File: src/hw/rtl/cfe_pkg.sv
// ----------------------------------------------------------------------------
// cfe_pkg
// shared types and constants of the csv field extractor
// ----------------------------------------------------------------------------
package cfe_pkg;

  localparam int BYTE_W = 8;
  localparam int CNT_W  = 12;

  localparam logic [BYTE_W-1:0] QUOTE_CH = 8'h22;
  localparam logic [BYTE_W-1:0] LF_CH    = 8'h0A;
  localparam logic [BYTE_W-1:0] CR_CH    = 8'h0D;
  localparam logic [BYTE_W-1:0] EOL_CH   = 8'h00;

  // register indexes (paddr[3:2])
  localparam logic [1:0] REG_DELIMITER   = 2'd0;
  localparam logic [1:0] REG_FIELD_INDEX = 2'd1;
  localparam logic [1:0] REG_MAX_CHARS   = 2'd2;

  localparam logic [BYTE_W-1:0] DELIMITER_RST   = 8'd44;
  localparam logic [CNT_W-1:0]  FIELD_INDEX_RST = 12'd0;
  localparam logic [CNT_W-1:0]  MAX_CHARS_RST   = 12'd255;

  typedef enum logic [5:0] {
    PH_SKIP   = 6'b000001,
    PH_START  = 6'b000010,
    PH_UNQ    = 6'b000100,
    PH_QUOTED = 6'b001000,
    PH_PEND   = 6'b010000,
    PH_DONE   = 6'b100000
  } phase_e;

  typedef struct packed {
    logic [BYTE_W-1:0] delimiter;
    logic [CNT_W-1:0]  field_index;
    logic [CNT_W-1:0]  max_chars;
  } cfe_cfg_t;

  typedef struct packed {
    logic [BYTE_W-1:0] field_byte;
    logic              byte_valid;
    logic              field_done;
    logic              field_found;
  } cfe_result_t;

endpackage

File: src/hw/rtl/cfe_regs.sv
// ----------------------------------------------------------------------------
// cfe_regs
// apb configuration registers
// ----------------------------------------------------------------------------
module cfe_regs
  import cfe_pkg::*;
(
  input  logic        clk_i,
  input  logic        rst_ni,
  input  logic        psel,
  input  logic        penable,
  input  logic        pwrite,
  input  logic [3:0]  paddr,
  input  logic [31:0] pwdata,
  output logic [31:0] prdata,
  output cfe_cfg_t    cfg_o
);

  cfe_cfg_t cfg_q, cfg_d;
  logic     wr_en;

  assign wr_en = psel && penable && pwrite;

  always_comb begin
    cfg_d = cfg_q;
    if (wr_en) begin
      case (paddr[3:2])
        REG_DELIMITER:   cfg_d.delimiter   = pwdata[BYTE_W-1:0];
        REG_FIELD_INDEX: cfg_d.field_index = pwdata[CNT_W-1:0];
        REG_MAX_CHARS:   cfg_d.max_chars   = pwdata[CNT_W-1:0];
        default:         cfg_d = cfg_q;
      endcase
    end
  end

  always_ff @(posedge clk_i or negedge rst_ni) begin
    if (!rst_ni) begin
      cfg_q.delimiter   <= DELIMITER_RST;
      cfg_q.field_index <= FIELD_INDEX_RST;
      cfg_q.max_chars   <= MAX_CHARS_RST;
    end else begin
      cfg_q <= cfg_d;
    end
  end

  always_comb begin
    case (paddr[3:2])
      REG_DELIMITER:   prdata = {24'd0, cfg_q.delimiter};
      REG_FIELD_INDEX: prdata = {20'd0, cfg_q.field_index};
      REG_MAX_CHARS:   prdata = {20'd0, cfg_q.max_chars};
      default:         prdata = 32'd0;
    endcase
  end

  assign cfg_o = cfg_q;

endmodule

File: src/hw/rtl/cfe_parser.sv
// ----------------------------------------------------------------------------
// cfe_parser
// line state and one-byte step of the field extractor
// ----------------------------------------------------------------------------
module cfe_parser
  import cfe_pkg::*;
#(
  parameter int LINE_LEN_MAX = 4096
) (
  input  logic              clk_i,
  input  logic              rst_ni,
  input  logic              step_i,
  input  logic [BYTE_W-1:0] byte_i,
  input  cfe_cfg_t          cfg_i,
  output logic              emit_o,
  output cfe_result_t       res_o
);

  localparam logic [CNT_W-1:0] CAP =
    (LINE_LEN_MAX - 1 > (1 << CNT_W) - 1) ? {CNT_W{1'b1}} : CNT_W'(LINE_LEN_MAX - 1);

  phase_e           phase_q, phase_d;
  logic [CNT_W-1:0] fcount_q, fcount_d;
  logic             inq_q, inq_d;
  logic [CNT_W-1:0] ocount_q, ocount_d;

  logic [CNT_W-1:0] limit;
  logic             full, is_eol, is_quote, is_end;
  logic             do_done, do_char, found;
  logic [BYTE_W-1:0] char_val;

  assign limit    = (cfg_i.max_chars < CAP) ? cfg_i.max_chars : CAP;
  assign full     = ocount_q >= limit;
  assign is_eol   = byte_i == EOL_CH;
  assign is_quote = byte_i == QUOTE_CH;
  assign is_end   = (byte_i == cfg_i.delimiter) || (byte_i == CR_CH) || (byte_i == LF_CH);

  always_comb begin
    phase_d  = phase_q;
    fcount_d = fcount_q;
    inq_d    = inq_q;
    ocount_d = ocount_q;
    do_done  = 1'b0;
    do_char  = 1'b0;
    found    = 1'b1;
    char_val = byte_i;

    if (phase_q == PH_SKIP && fcount_q < cfg_i.field_index) begin
      if (is_eol) begin
        do_done = 1'b1;
        found   = 1'b0;
      end else begin
        if (is_quote) begin
          inq_d = ~inq_q;
        end else if (!inq_q && byte_i == cfg_i.delimiter) begin
          fcount_d = fcount_q + 1'b1;
        end
        if (fcount_d >= cfg_i.field_index) begin
          phase_d = PH_START;
        end
      end
    end else begin
      case (phase_q)
        PH_SKIP, PH_START: begin
          // an opening quote wins over a delimiter of the same value
          if (is_eol) begin
            do_done = 1'b1;
            found   = 1'b0;
          end else if (full) begin
            do_done = 1'b1;
          end else if (is_quote) begin
            phase_d = PH_QUOTED;
          end else if (is_end) begin
            do_done = 1'b1;
          end else begin
            phase_d = PH_UNQ;
            do_char = 1'b1;
          end
        end
        PH_UNQ: begin
          if (is_eol || full || is_end) do_done = 1'b1;
          else                          do_char = 1'b1;
        end
        PH_QUOTED: begin
          if (is_eol || full) begin
            do_done = 1'b1;
          end else if (is_quote) begin
            phase_d = PH_PEND;
          end else begin
            do_char = 1'b1;
          end
        end
        PH_PEND: begin
          if (is_quote) begin
            phase_d  = PH_QUOTED;
            do_char  = 1'b1;
            char_val = QUOTE_CH;
          end else begin
            do_done = 1'b1;
          end
        end
        default: begin
          // waiting for the end of the line
          if (is_eol) phase_d = PH_SKIP;
        end
      endcase
    end

    if (do_char) begin
      ocount_d = ocount_q + 1'b1;
    end
    if (do_done) begin
      phase_d = PH_DONE;
    end
    // end of line clears the line state
    if (is_eol && (do_done || phase_q == PH_DONE)) begin
      phase_d  = PH_SKIP;
      fcount_d = '0;
      inq_d    = 1'b0;
      ocount_d = '0;
    end
  end

  always_ff @(posedge clk_i or negedge rst_ni) begin
    if (!rst_ni) begin
      phase_q  <= PH_SKIP;
      fcount_q <= '0;
      inq_q    <= 1'b0;
      ocount_q <= '0;
    end else if (step_i) begin
      phase_q  <= phase_d;
      fcount_q <= fcount_d;
      inq_q    <= inq_d;
      ocount_q <= ocount_d;
    end
  end

  assign emit_o            = step_i && (do_char || do_done);
  assign res_o.field_byte  = do_char ? char_val : '0;
  assign res_o.byte_valid  = do_char;
  assign res_o.field_done  = do_done;
  assign res_o.field_found = do_done && found;

endmodule

File: src/hw/rtl/cfe_out_buf.sv
// ----------------------------------------------------------------------------
// cfe_out_buf
// two-entry result queue between the parser and the output channel
// ----------------------------------------------------------------------------
module cfe_out_buf
  import cfe_pkg::*;
(
  input  logic        clk_i,
  input  logic        rst_ni,
  input  logic        push_i,
  input  cfe_result_t data_i,
  output logic        full_o,
  output logic        valid_o,
  input  logic        ready_i,
  output cfe_result_t data_o
);

  cfe_result_t ent_q [2];
  logic        wr_ptr_q, rd_ptr_q;
  logic [1:0]  cnt_q, cnt_d;
  logic        pop;

  assign valid_o = cnt_q != 2'd0;
  assign full_o  = cnt_q == 2'd2;
  assign pop     = valid_o && ready_i;
  assign data_o  = ent_q[rd_ptr_q];

  always_comb begin
    cnt_d = cnt_q;
    if (push_i && !pop)      cnt_d = cnt_q + 2'd1;
    else if (!push_i && pop) cnt_d = cnt_q - 2'd1;
  end

  always_ff @(posedge clk_i or negedge rst_ni) begin
    if (!rst_ni) begin
      wr_ptr_q <= 1'b0;
      rd_ptr_q <= 1'b0;
      cnt_q    <= 2'd0;
    end else begin
      cnt_q <= cnt_d;
      if (push_i) wr_ptr_q <= ~wr_ptr_q;
      if (pop)    rd_ptr_q <= ~rd_ptr_q;
    end
  end

  always_ff @(posedge clk_i) begin
    if (push_i) ent_q[wr_ptr_q] <= data_i;
  end

endmodule

File: src/hw/rtl/csv_field_extractor.sv
// ----------------------------------------------------------------------------
// csv_field_extractor
// pulls one selected field out of a csv line streamed a byte at a time
// ----------------------------------------------------------------------------
//
//  channel   direction  handshake               payload
//  --------  ---------  ----------------------  ---------------------------------
//  in        input      in_valid_i/in_ready_o   line_byte_i
//  out       output     out_valid_o/out_ready_i field_byte_o, byte_valid_o,
//                                               field_done_o, field_found_o
//  config    input      apb psel/penable/pready paddr, pwdata, prdata
//
//  one byte per cycle sustained while the result queue has room,
//  set by the single parser step per cycle; path: input reg, then result queue
//  reset: asynchronous, clears line state, config back to its defaults
//  output stalls are absorbed by a two-entry result queue; input stalls
//  only when that queue is full
//
module csv_field_extractor
  import cfe_pkg::*;
#(
  parameter int LINE_LEN_MAX = 4096
) (
  input  logic              clk_i,
  input  logic              rst_ni,
  // byte stream
  input  logic              in_valid_i,
  output logic              in_ready_o,
  input  logic [BYTE_W-1:0] line_byte_i,
  // result stream
  output logic              out_valid_o,
  input  logic              out_ready_i,
  output logic [BYTE_W-1:0] field_byte_o,
  output logic              byte_valid_o,
  output logic              field_done_o,
  output logic              field_found_o,
  // apb config port
  input  logic              psel,
  input  logic              penable,
  input  logic              pwrite,
  input  logic [3:0]        paddr,
  input  logic [31:0]       pwdata,
  output logic [31:0]       prdata,
  output logic              pready
);

  cfe_cfg_t          cfg;
  cfe_result_t       res, out_res;
  logic              emit, obuf_full;
  logic              in_vld_q, in_vld_d;
  logic [BYTE_W-1:0] in_byte_q;
  logic              in_fire, step;

  assign pready = 1'b1;

  cfe_regs u_regs (
    .clk_i   (clk_i),
    .rst_ni  (rst_ni),
    .psel    (psel),
    .penable (penable),
    .pwrite  (pwrite),
    .paddr   (paddr),
    .pwdata  (pwdata),
    .prdata  (prdata),
    .cfg_o   (cfg)
  );

  // input register; the parser consumes it whenever the queue has room
  assign step       = in_vld_q && !obuf_full;
  assign in_ready_o = !in_vld_q || step;
  assign in_fire    = in_valid_i && in_ready_o;

  always_comb begin
    in_vld_d = in_vld_q;
    if (in_fire)   in_vld_d = 1'b1;
    else if (step) in_vld_d = 1'b0;
  end

  always_ff @(posedge clk_i or negedge rst_ni) begin
    if (!rst_ni) begin
      in_vld_q <= 1'b0;
    end else begin
      in_vld_q <= in_vld_d;
    end
  end

  // payload needs no reset
  always_ff @(posedge clk_i) begin
    if (in_fire) in_byte_q <= line_byte_i;
  end

  cfe_parser #(
    .LINE_LEN_MAX (LINE_LEN_MAX)
  ) u_parser (
    .clk_i  (clk_i),
    .rst_ni (rst_ni),
    .step_i (step),
    .byte_i (in_byte_q),
    .cfg_i  (cfg),
    .emit_o (emit),
    .res_o  (res)
  );

  cfe_out_buf u_obuf (
    .clk_i   (clk_i),
    .rst_ni  (rst_ni),
    .push_i  (emit),
    .data_i  (res),
    .full_o  (obuf_full),
    .valid_o (out_valid_o),
    .ready_i (out_ready_i),
    .data_o  (out_res)
  );

  assign field_byte_o  = out_res.field_byte;
  assign byte_valid_o  = out_res.byte_valid;
  assign field_done_o  = out_res.field_done;
  assign field_found_o = out_res.field_found;

endmodule

File: config.mk
export PLATFORM = sky130hd
export DESIGN_NAME = csv_field_extractor
export DESIGN_NICKNAME = d
export VERILOG_FILES = /design/src/hw/rtl/cfe_pkg.sv /design/src/hw/rtl/cfe_regs.sv /design/src/hw/rtl/cfe_parser.sv /design/src/hw/rtl/cfe_out_buf.sv /design/src/hw/rtl/csv_field_extractor.sv
export SDC_FILE = /design/constraint.sdc
export NUM_CORES = 1
export LEC_CHECK = 0
export ABC_AREA = 1
export ABC_CLOCK_PERIOD_IN_PS = 2560
export BUFFER_PORTS_ARGS = -buffer_cell sky130_fd_sc_hd__buf_2
export CAP_MARGIN = 20
export CELL_PAD_IN_SITES_DETAIL_PLACEMENT = 1
export CELL_PAD_IN_SITES_GLOBAL_PLACEMENT = 1
export CORE_AREA = 2 2 156 112
export CTS_CLUSTER_SIZE = 12
export DETAILED_ROUTE_END_ITERATION = 8
export DIE_AREA = 0 0 158 114
export PLACE_DENSITY = 0.82
export SYNTH_ARGS = -nofsm -noshare
export SYNTH_HDL_FRONTEND = slang
export SYNTH_SLANG_ARGS = --single-unit
export TNS_END_PERCENT = 1
File: constraint.sdc
create_clock -name clk_i -period 2.56 [get_ports clk_i]
set_input_delay 0.768 -clock clk_i [delete_from_list [all_inputs] [get_ports clk_i]]
set_output_delay 0.768 -clock clk_i [all_outputs]
set_load 0.05 [all_outputs]
# Word level (Yosys, flattened, before mapping)
# Memories as Yosys holds them, arrays and structs flattened.
# Index checks and enable logic that the tools add are counted.
[totals] register_bits=76 ramBits=22 in_bits=51 out_inout_bits=46 mem_count=1
[classes] n_addsub=4 n_lt_le_gt_ge=4 n_eq_ne=23 muxes=61 bitwise_logic=3 n_reduce_logical=41
[memory_table] name="u_obuf.ent_q" words=2 word_bits=11 rd=1 rd_clocked_by_memory_dff=0 wr=1 line_no="cfe_out_buf.sv:18" rtl="cfe_result_t ent_q [2];"
[ops] op="12-bit 2-to-1 mux" n=10
[ops] op="6-bit 2-to-1 mux" n=13
[ops] op="12-bit case mux with 3 select lines" n=1
[ops] op="8-bit 2-to-1 mux" n=4
[ops] op="1-bit 2-to-1 mux" n=28
[ops] op="12-bit by 1-bit adder with 12-bit output, second input constant" n=2
[ops] op="12-bit >= comparator" n=2
[ops] op="6-bit case mux with 4 select lines" n=1
[ops] op="8-bit by 4-bit == test with 1-bit output, second input constant" n=2
[ops] op="1-bit logical AND" n=12
[ops] op="12-bit < comparator" n=1
[ops] op="12-bit < comparator, second input constant" n=1
[ops] op="2-bit nonzero test" n=6
[ops] op="11-bit AND reduction" n=1
[ops] op="5-bit by 1-bit inequality test with 1-bit output, second input constant" n=2
[ops] op="8-bit by 6-bit == test with 1-bit output, second input constant" n=1
[ops] op="8-bit == test" n=1
[ops] op="8-bit logical NOT" n=1
[ops] op="4-bit inequality test, second input constant" n=2
[ops] op="1-bit case mux with 4 select lines" n=2
[ops] op="2-bit AND reduction" n=4
[ops] op="1-bit logical OR" n=7
[ops] op="7-bit nonzero test" n=1
[ops] op="6-bit by 1-bit == test with 1-bit output, second input constant" n=1
[ops] op="other kinds (22)" n=30

# Logic depth before layout (Yosys ltp)
[logic_depth] depth_word=15 mapped_depth=30 ltp_nobuf=30

# By module
# Synthesis repeated with hierarchy kept, for this count alone.
[hier_totals] cells_unflattened=822 hier_area_um2=6374.9
[by_module_without_submodules] module="cfe_parser" n_inst=1 cells_per_inst=503 area_per_inst_um2=3402.0 seq_area_each_um2=777.0
[by_module_without_submodules] module="cfe_regs" n_inst=1 cells_per_inst=217 area_per_inst_um2=1650.3 seq_area_each_um2=814.5
[by_module_without_submodules] module="cfe_out_buf" n_inst=1 cells_per_inst=85 area_per_inst_um2=1022.2 seq_area_each_um2=760.7
[by_module_without_submodules] module="csv_field_extractor" n_inst=1 cells_per_inst=17 area_per_inst_um2=300.3 seq_area_each_um2=265.3

# Worst setup path before layout
# OpenSTA, ideal clock, no wires.
[synth_path] path_type="register to register" from="register u_regs.cfg_q (netlist bit u_regs.cfg_o[27])" to="register u_parser.phase_q[1]" setup_time_ns=0.065 arrival_time_ns=2.773 setup_slack_ns=-0.278 stages_incl_launch_ff=28 path_buffers=0 period_less_slack_ns=2.838 cell_sequence="dfstp_2 > inv_1 > nand2_1 > nand2_1 > inv_1 > nand2_1 > nor2_1 > nand2_1 > nor2_2 > nand2_2 > nor3_2 > nand2_1 > nor2_1 > xor2_1 > ha_1 > nand2_1 > nor2_1 > a211oi_1 > nand2_1 > nand2_1 > nand2_1 > nand2_1 > nand2_1 > nand3_1 > inv_1 > nand2_1 > nand2_1 > nand2_1"
[synth_via] elab_chain_cells=13 word_cells_on_any_way=32
[synth_rtl] element="from (decl)" line_no="cfe_regs.sv:19" rtl="cfe_cfg_t cfg_q, cfg_d;"
[synth_rtl] element="from (signal assigned)" line_no="cfe_regs.sv:42" rtl="cfg_q <= cfg_d;"
[synth_rtl] element="8-bit == test *" line_no="cfe_parser.sv:36, cfe_parser.sv:55"
[synth_rtl] element="parallel branches: the longest is 12 deep, another holds 12-bit >= comparator"
[synth_rtl] element="to (signal assigned)" line_no="cfe_parser.sv:131" rtl="phase_q <= phase_d;"
[synth_rtl] element="to (decl)" line_no="cfe_parser.sv:22" rtl="phase_e phase_q, phase_d;"
# Every way passes the cells marked *. The select of a mux whose other input is x is not followed.
# A chain may end at the register's enable or synchronous reset.

# Worst setup path after layout
[layout_path] from="register u_regs.cfg_q (netlist bit u_regs.cfg_o[27])" to="register u_parser.phase_q[3]"
# The elaborated chain is that of the path after synthesis.

==> Implementation_results.wiki <==
{| class="wikitable"
! Metric !! Value
|-
| Number of optimization iterations in the first detailed-route pass || 5
|-
| Power per cell area || 913 nW/um^2
|-
| Seq/Total Area, Yosys || 42.6%
|-
| Total number of placement rows || 40
|-
| Drt initial violations || 417
|-
| Total via count after detailed routing || 6236
|-
| Cell area after technology mapping || 6150 um^2
|-
| Library cells used by synthesis || 41
|-
| Power dissipated by switching net loads || 3590 uW
|-
| Skew-Pair Late Insertion Delay || 380 ps
|-
| Area delta synth->final || 35.9%
|-
| Worst-case clock buffer depth || 2
|-
| Die boundary width || 158 um
|-
| Total CTS buffers || 9
|-
| Clock Tree Root || clkbuf_16
|-
| Top cell type by total area after synthesis || dfrtp_1
|-
| Setup repair after global routing missed its margin || true
|-
| Path class of the lowest-slack min-delay path || primary input to asynchronous set/reset pin
|-
| Total setup violations reported at the end of the flow || 55
|-
| Clock power frac || 19.0%
|-
| Cell leakage power || 0.00438 uW
|-
| Total wire length after detailed routing || 23100 um
|-
| Clock tree from TritonCTS || built
|-
| N_diodes || 0
|-
| Final estimated routing congestion in global placement || 0.834
|-
| Vias in the first global route || 6487
|-
| Sequential share of power || 29.7%
|-
| Setup crit end kind || register
|-
| PnR worst setup slack || -928 ps
|-
| Clock edge transition at the registers on the reported setup and hold paths || 90 ps
|-
| Port Buffers || 53
|-
| Setup TNS Final || -11840 ps
|-
| Worst Setup Path Type || register to register
|-
| Via density per instance || 5.11
|-
| Cell Int Power || 4040 uW
|-
| Shortest period the worst path allows || 3490 ps
|-
| DRC violations left || 0
|-
| Violations in the final reports || negative setup slack
|-
| Final antenna-violating net count || 0
|-
| Mean routed wirelength per cell || 18.9 um
|-
| Number of antenna violations at the first check in global routing || 0
|-
| CP startpoint kind || register
|-
| Synth top area share || 22.8%
|-
| Final number of hold-violating endpoints || 0
|-
| Post-layout nets || 1073
|-
| Combinational Power Share || 51.3%
|-
| Critical path required time || 2860 ps
|-
| Synth warn || 0
|-
| Wire length of the first global-routing pass || 33900 um
|-
| Final hold slack || 379 ps
|-
| Worst clock skew on the final layout || 14.1 ps
|-
| Core footprint || 16700 um^2
|-
| Register bit count reported by yosys || 98
|-
| Overall Global Routing Usage || 24.5%
|-
| Count of maximum capacitance violations || 0
|-
| Summed area of non-filler cells in the final layout || 8360 um^2
|-
| Fmax achieved || 287 MHz
|-
| Area contributors post-synth || dfrtp_1 (23%), nand2_1 (15%), edfxtp_1 (15%), ha_1 (7.7%), inv_1 (7.1%)
|-
| Gate count after technology mapping || 798
|-
| Remaining global-route overflow || 0
|-
| Transition time at the pin with the least slew margin || 559 ps
|-
| Maximum number of pins on one net before global-route repair || 33
|-
| Final critical-path share of the clock period || 136%
|-
| Die Footprint || 18000 um^2
|-
| Share of the core filled with cells || 50.0%
|-
| Status || complete, but fails checks
|-
| Boundary Pins || 97
|-
| H-Tree Depth || 3
|-
| Post-detailed-placement half-perimeter wirelength || 15300 um
|-
| Crit-path max FO || 6
|-
| Placement Setup Slack || -743 ps
|-
| Die height || 114 um
|-
| VDD IR max || 0.519 mV
|-
| Count of clock tree sinks || 98
|-
| Mean Syn Cell Area || 7.71 um^2
|-
| Data arrival, critical path || 3790 ps
|-
| Relative slew slack || 62.4%
|-
| Slew Viols, Final || 0
|-
| Placement-stage cell area || 7540 um^2
|-
| Switch share || 47.0%
|-
| Effective utilization at floorplan || 36.8%
|-
| Proportion of layout cells with a drive suffix above 1 || 32.8%
|}
## cells by family (layout without fill, tap and decap cells)
logic type | after synthesis | in the layout | synth area share (%)
AO/OA/AOI/OAI | 83 | 83 | 7.47
XOR/XNOR | 25 | 25 | 3.56
adder cells (fa/ha/maj) | 38 | 38 | 7.73
buffers and inverters | 162 | 334 | 11.4
flip-flops | 98 | 98 | 42.6
other | 2 | 21 | 0.122
AND/OR/NAND/NOR | 390 | 390 | 27.1
## state kept, by name (all words and copies together), names as in the netlist, 2 cells and up
signal and count:
u_regs.cfg_o 32, u_obuf.ent_q 22, u_parser.ocount_q 12, u_parser.phase_q 6, in_byte_q 8, u_obuf.cnt_q 2
u_parser.fcount_q 12
## through the flow
| step | total power (uW) | instances |
|---|---|---|
| after floorplan | 4320 | 817 |
| after global placement | 5430 | 1192 |
| after detailed placement | 5630 | 1192 |
| after CTS | 7260 | 1214 |
| after global routing | 8000 | 1220 |
| final | 7640 | 1220 |
## synth_stat cells (all sizes together)
master and count:
nand4 3, a21oi 25, buf 25, o221ai 7, xnor2 10, nor4b 2
a21o 2, dfrtp 56, nand2 256, a211oi 1, xor2 15, o211ai 2
and3 1, or2 3, dfstp 12, conb 2, o21ai 42, clkbuf 12
nor3 9, inv 124, nand3 55, nor4 5, and2 1, o22ai 4
clkinv 1, nor2 55, edfxtp 30, ha 38
## final timing paths
path                             startpoint              endpoint  slack [ps]  depth (start not counted)
min in group clk_i          u_obuf.cnt_q[0]       u_obuf.cnt_q[0]         480                          1
max                        u_regs.cfg_o[27]   u_parser.phase_q[3]        -930                         27
max reg2reg                u_regs.cfg_o[27]   u_parser.phase_q[3]        -930                         27
min                                  rst_ni  u_parser.fcount_q[7]         380                          1
min reg2reg                 u_obuf.cnt_q[0]       u_obuf.cnt_q[0]         480                          1
max in group asynchronous            rst_ni       u_regs.cfg_o[0]        1540                          2
## cell type report
cell class / count / area [um^2]
clock buffers: 9 / 225
clock inverters: 7 / 78.8
fillers: 2096 / 8350
inverters: 125 / 469
multi-input cells: 557 / 3260
flip-flops and latches: 98 / 2620
well taps: 231 / 289
repair buffers: 193 / 1420
## critical path, cell delays in order (launching register included)
cell      delay [ps]
dfstp_2          560
inv_2             40
nand2_2           50
nand2_2           70
inv_2             50
nand2_2           60
nor2_4           130
nand2_4           80
nor2_4           160
nand2_4           80
nor3_4           220
nand2_2          130
nor2_4           140
xor2_2           170
ha_1             290
nand2_2          110
nor2_2            60
a211oi_2         230
nand2_2           90
nand2_1           80
nand2_1           50
nand2_1           80
nand2_2           80
nand3_4          100
inv_2             50
nand2_4          100
nand2_2           70
nand2_1           60
## power by group through the flow
stage	combinational, uW	clock [uW]	sequential [uW]
final	3920	1450	2260
after global routing	4200	1510	2290
after CTS	3590	1430	2240
after floorplan	2080	0	2240
after detailed placement	3370	0	2260
after global placement	3200	0	2230
## timing repair
action | 4_1_cts | 5_1_grt
pin swaps | 8 | 28
hold buffers | 0 | 0
gates resized for setup | 44 | 73
setup buffers | 6 | 7
endpoints found under the setup margin | 67 | 67
## layout by cell type, fill, tap and decap left out, drive strengths merged, types with 4 or more instances in the layout
cell type | Yosys | routed
dfrtp | 56 | 56
buf | 25 | 192
inv | 124 | 128
nor4 | 5 | 5
dfstp | 12 | 12
ha | 38 | 38
o21ai | 42 | 42
o221ai | 7 | 7
nor2 | 55 | 55
nand3 | 55 | 55
conb | 2 | 21
xor2 | 15 | 15
edfxtp | 30 | 30
xnor2 | 10 | 10
nor3 | 9 | 9
a21oi | 25 | 25
clkbuf | 12 | 10
clkinv | 1 | 4
nand2 | 256 | 256
o22ai | 4 | 4
## layer usage
layer	GRT usage [%]	wire length (um)
met1	31.6	9960
met2	42.0	11500
met3	4.26	974
met4	7.63	651
met5	0	0
(Power assumes the default switching activity.)
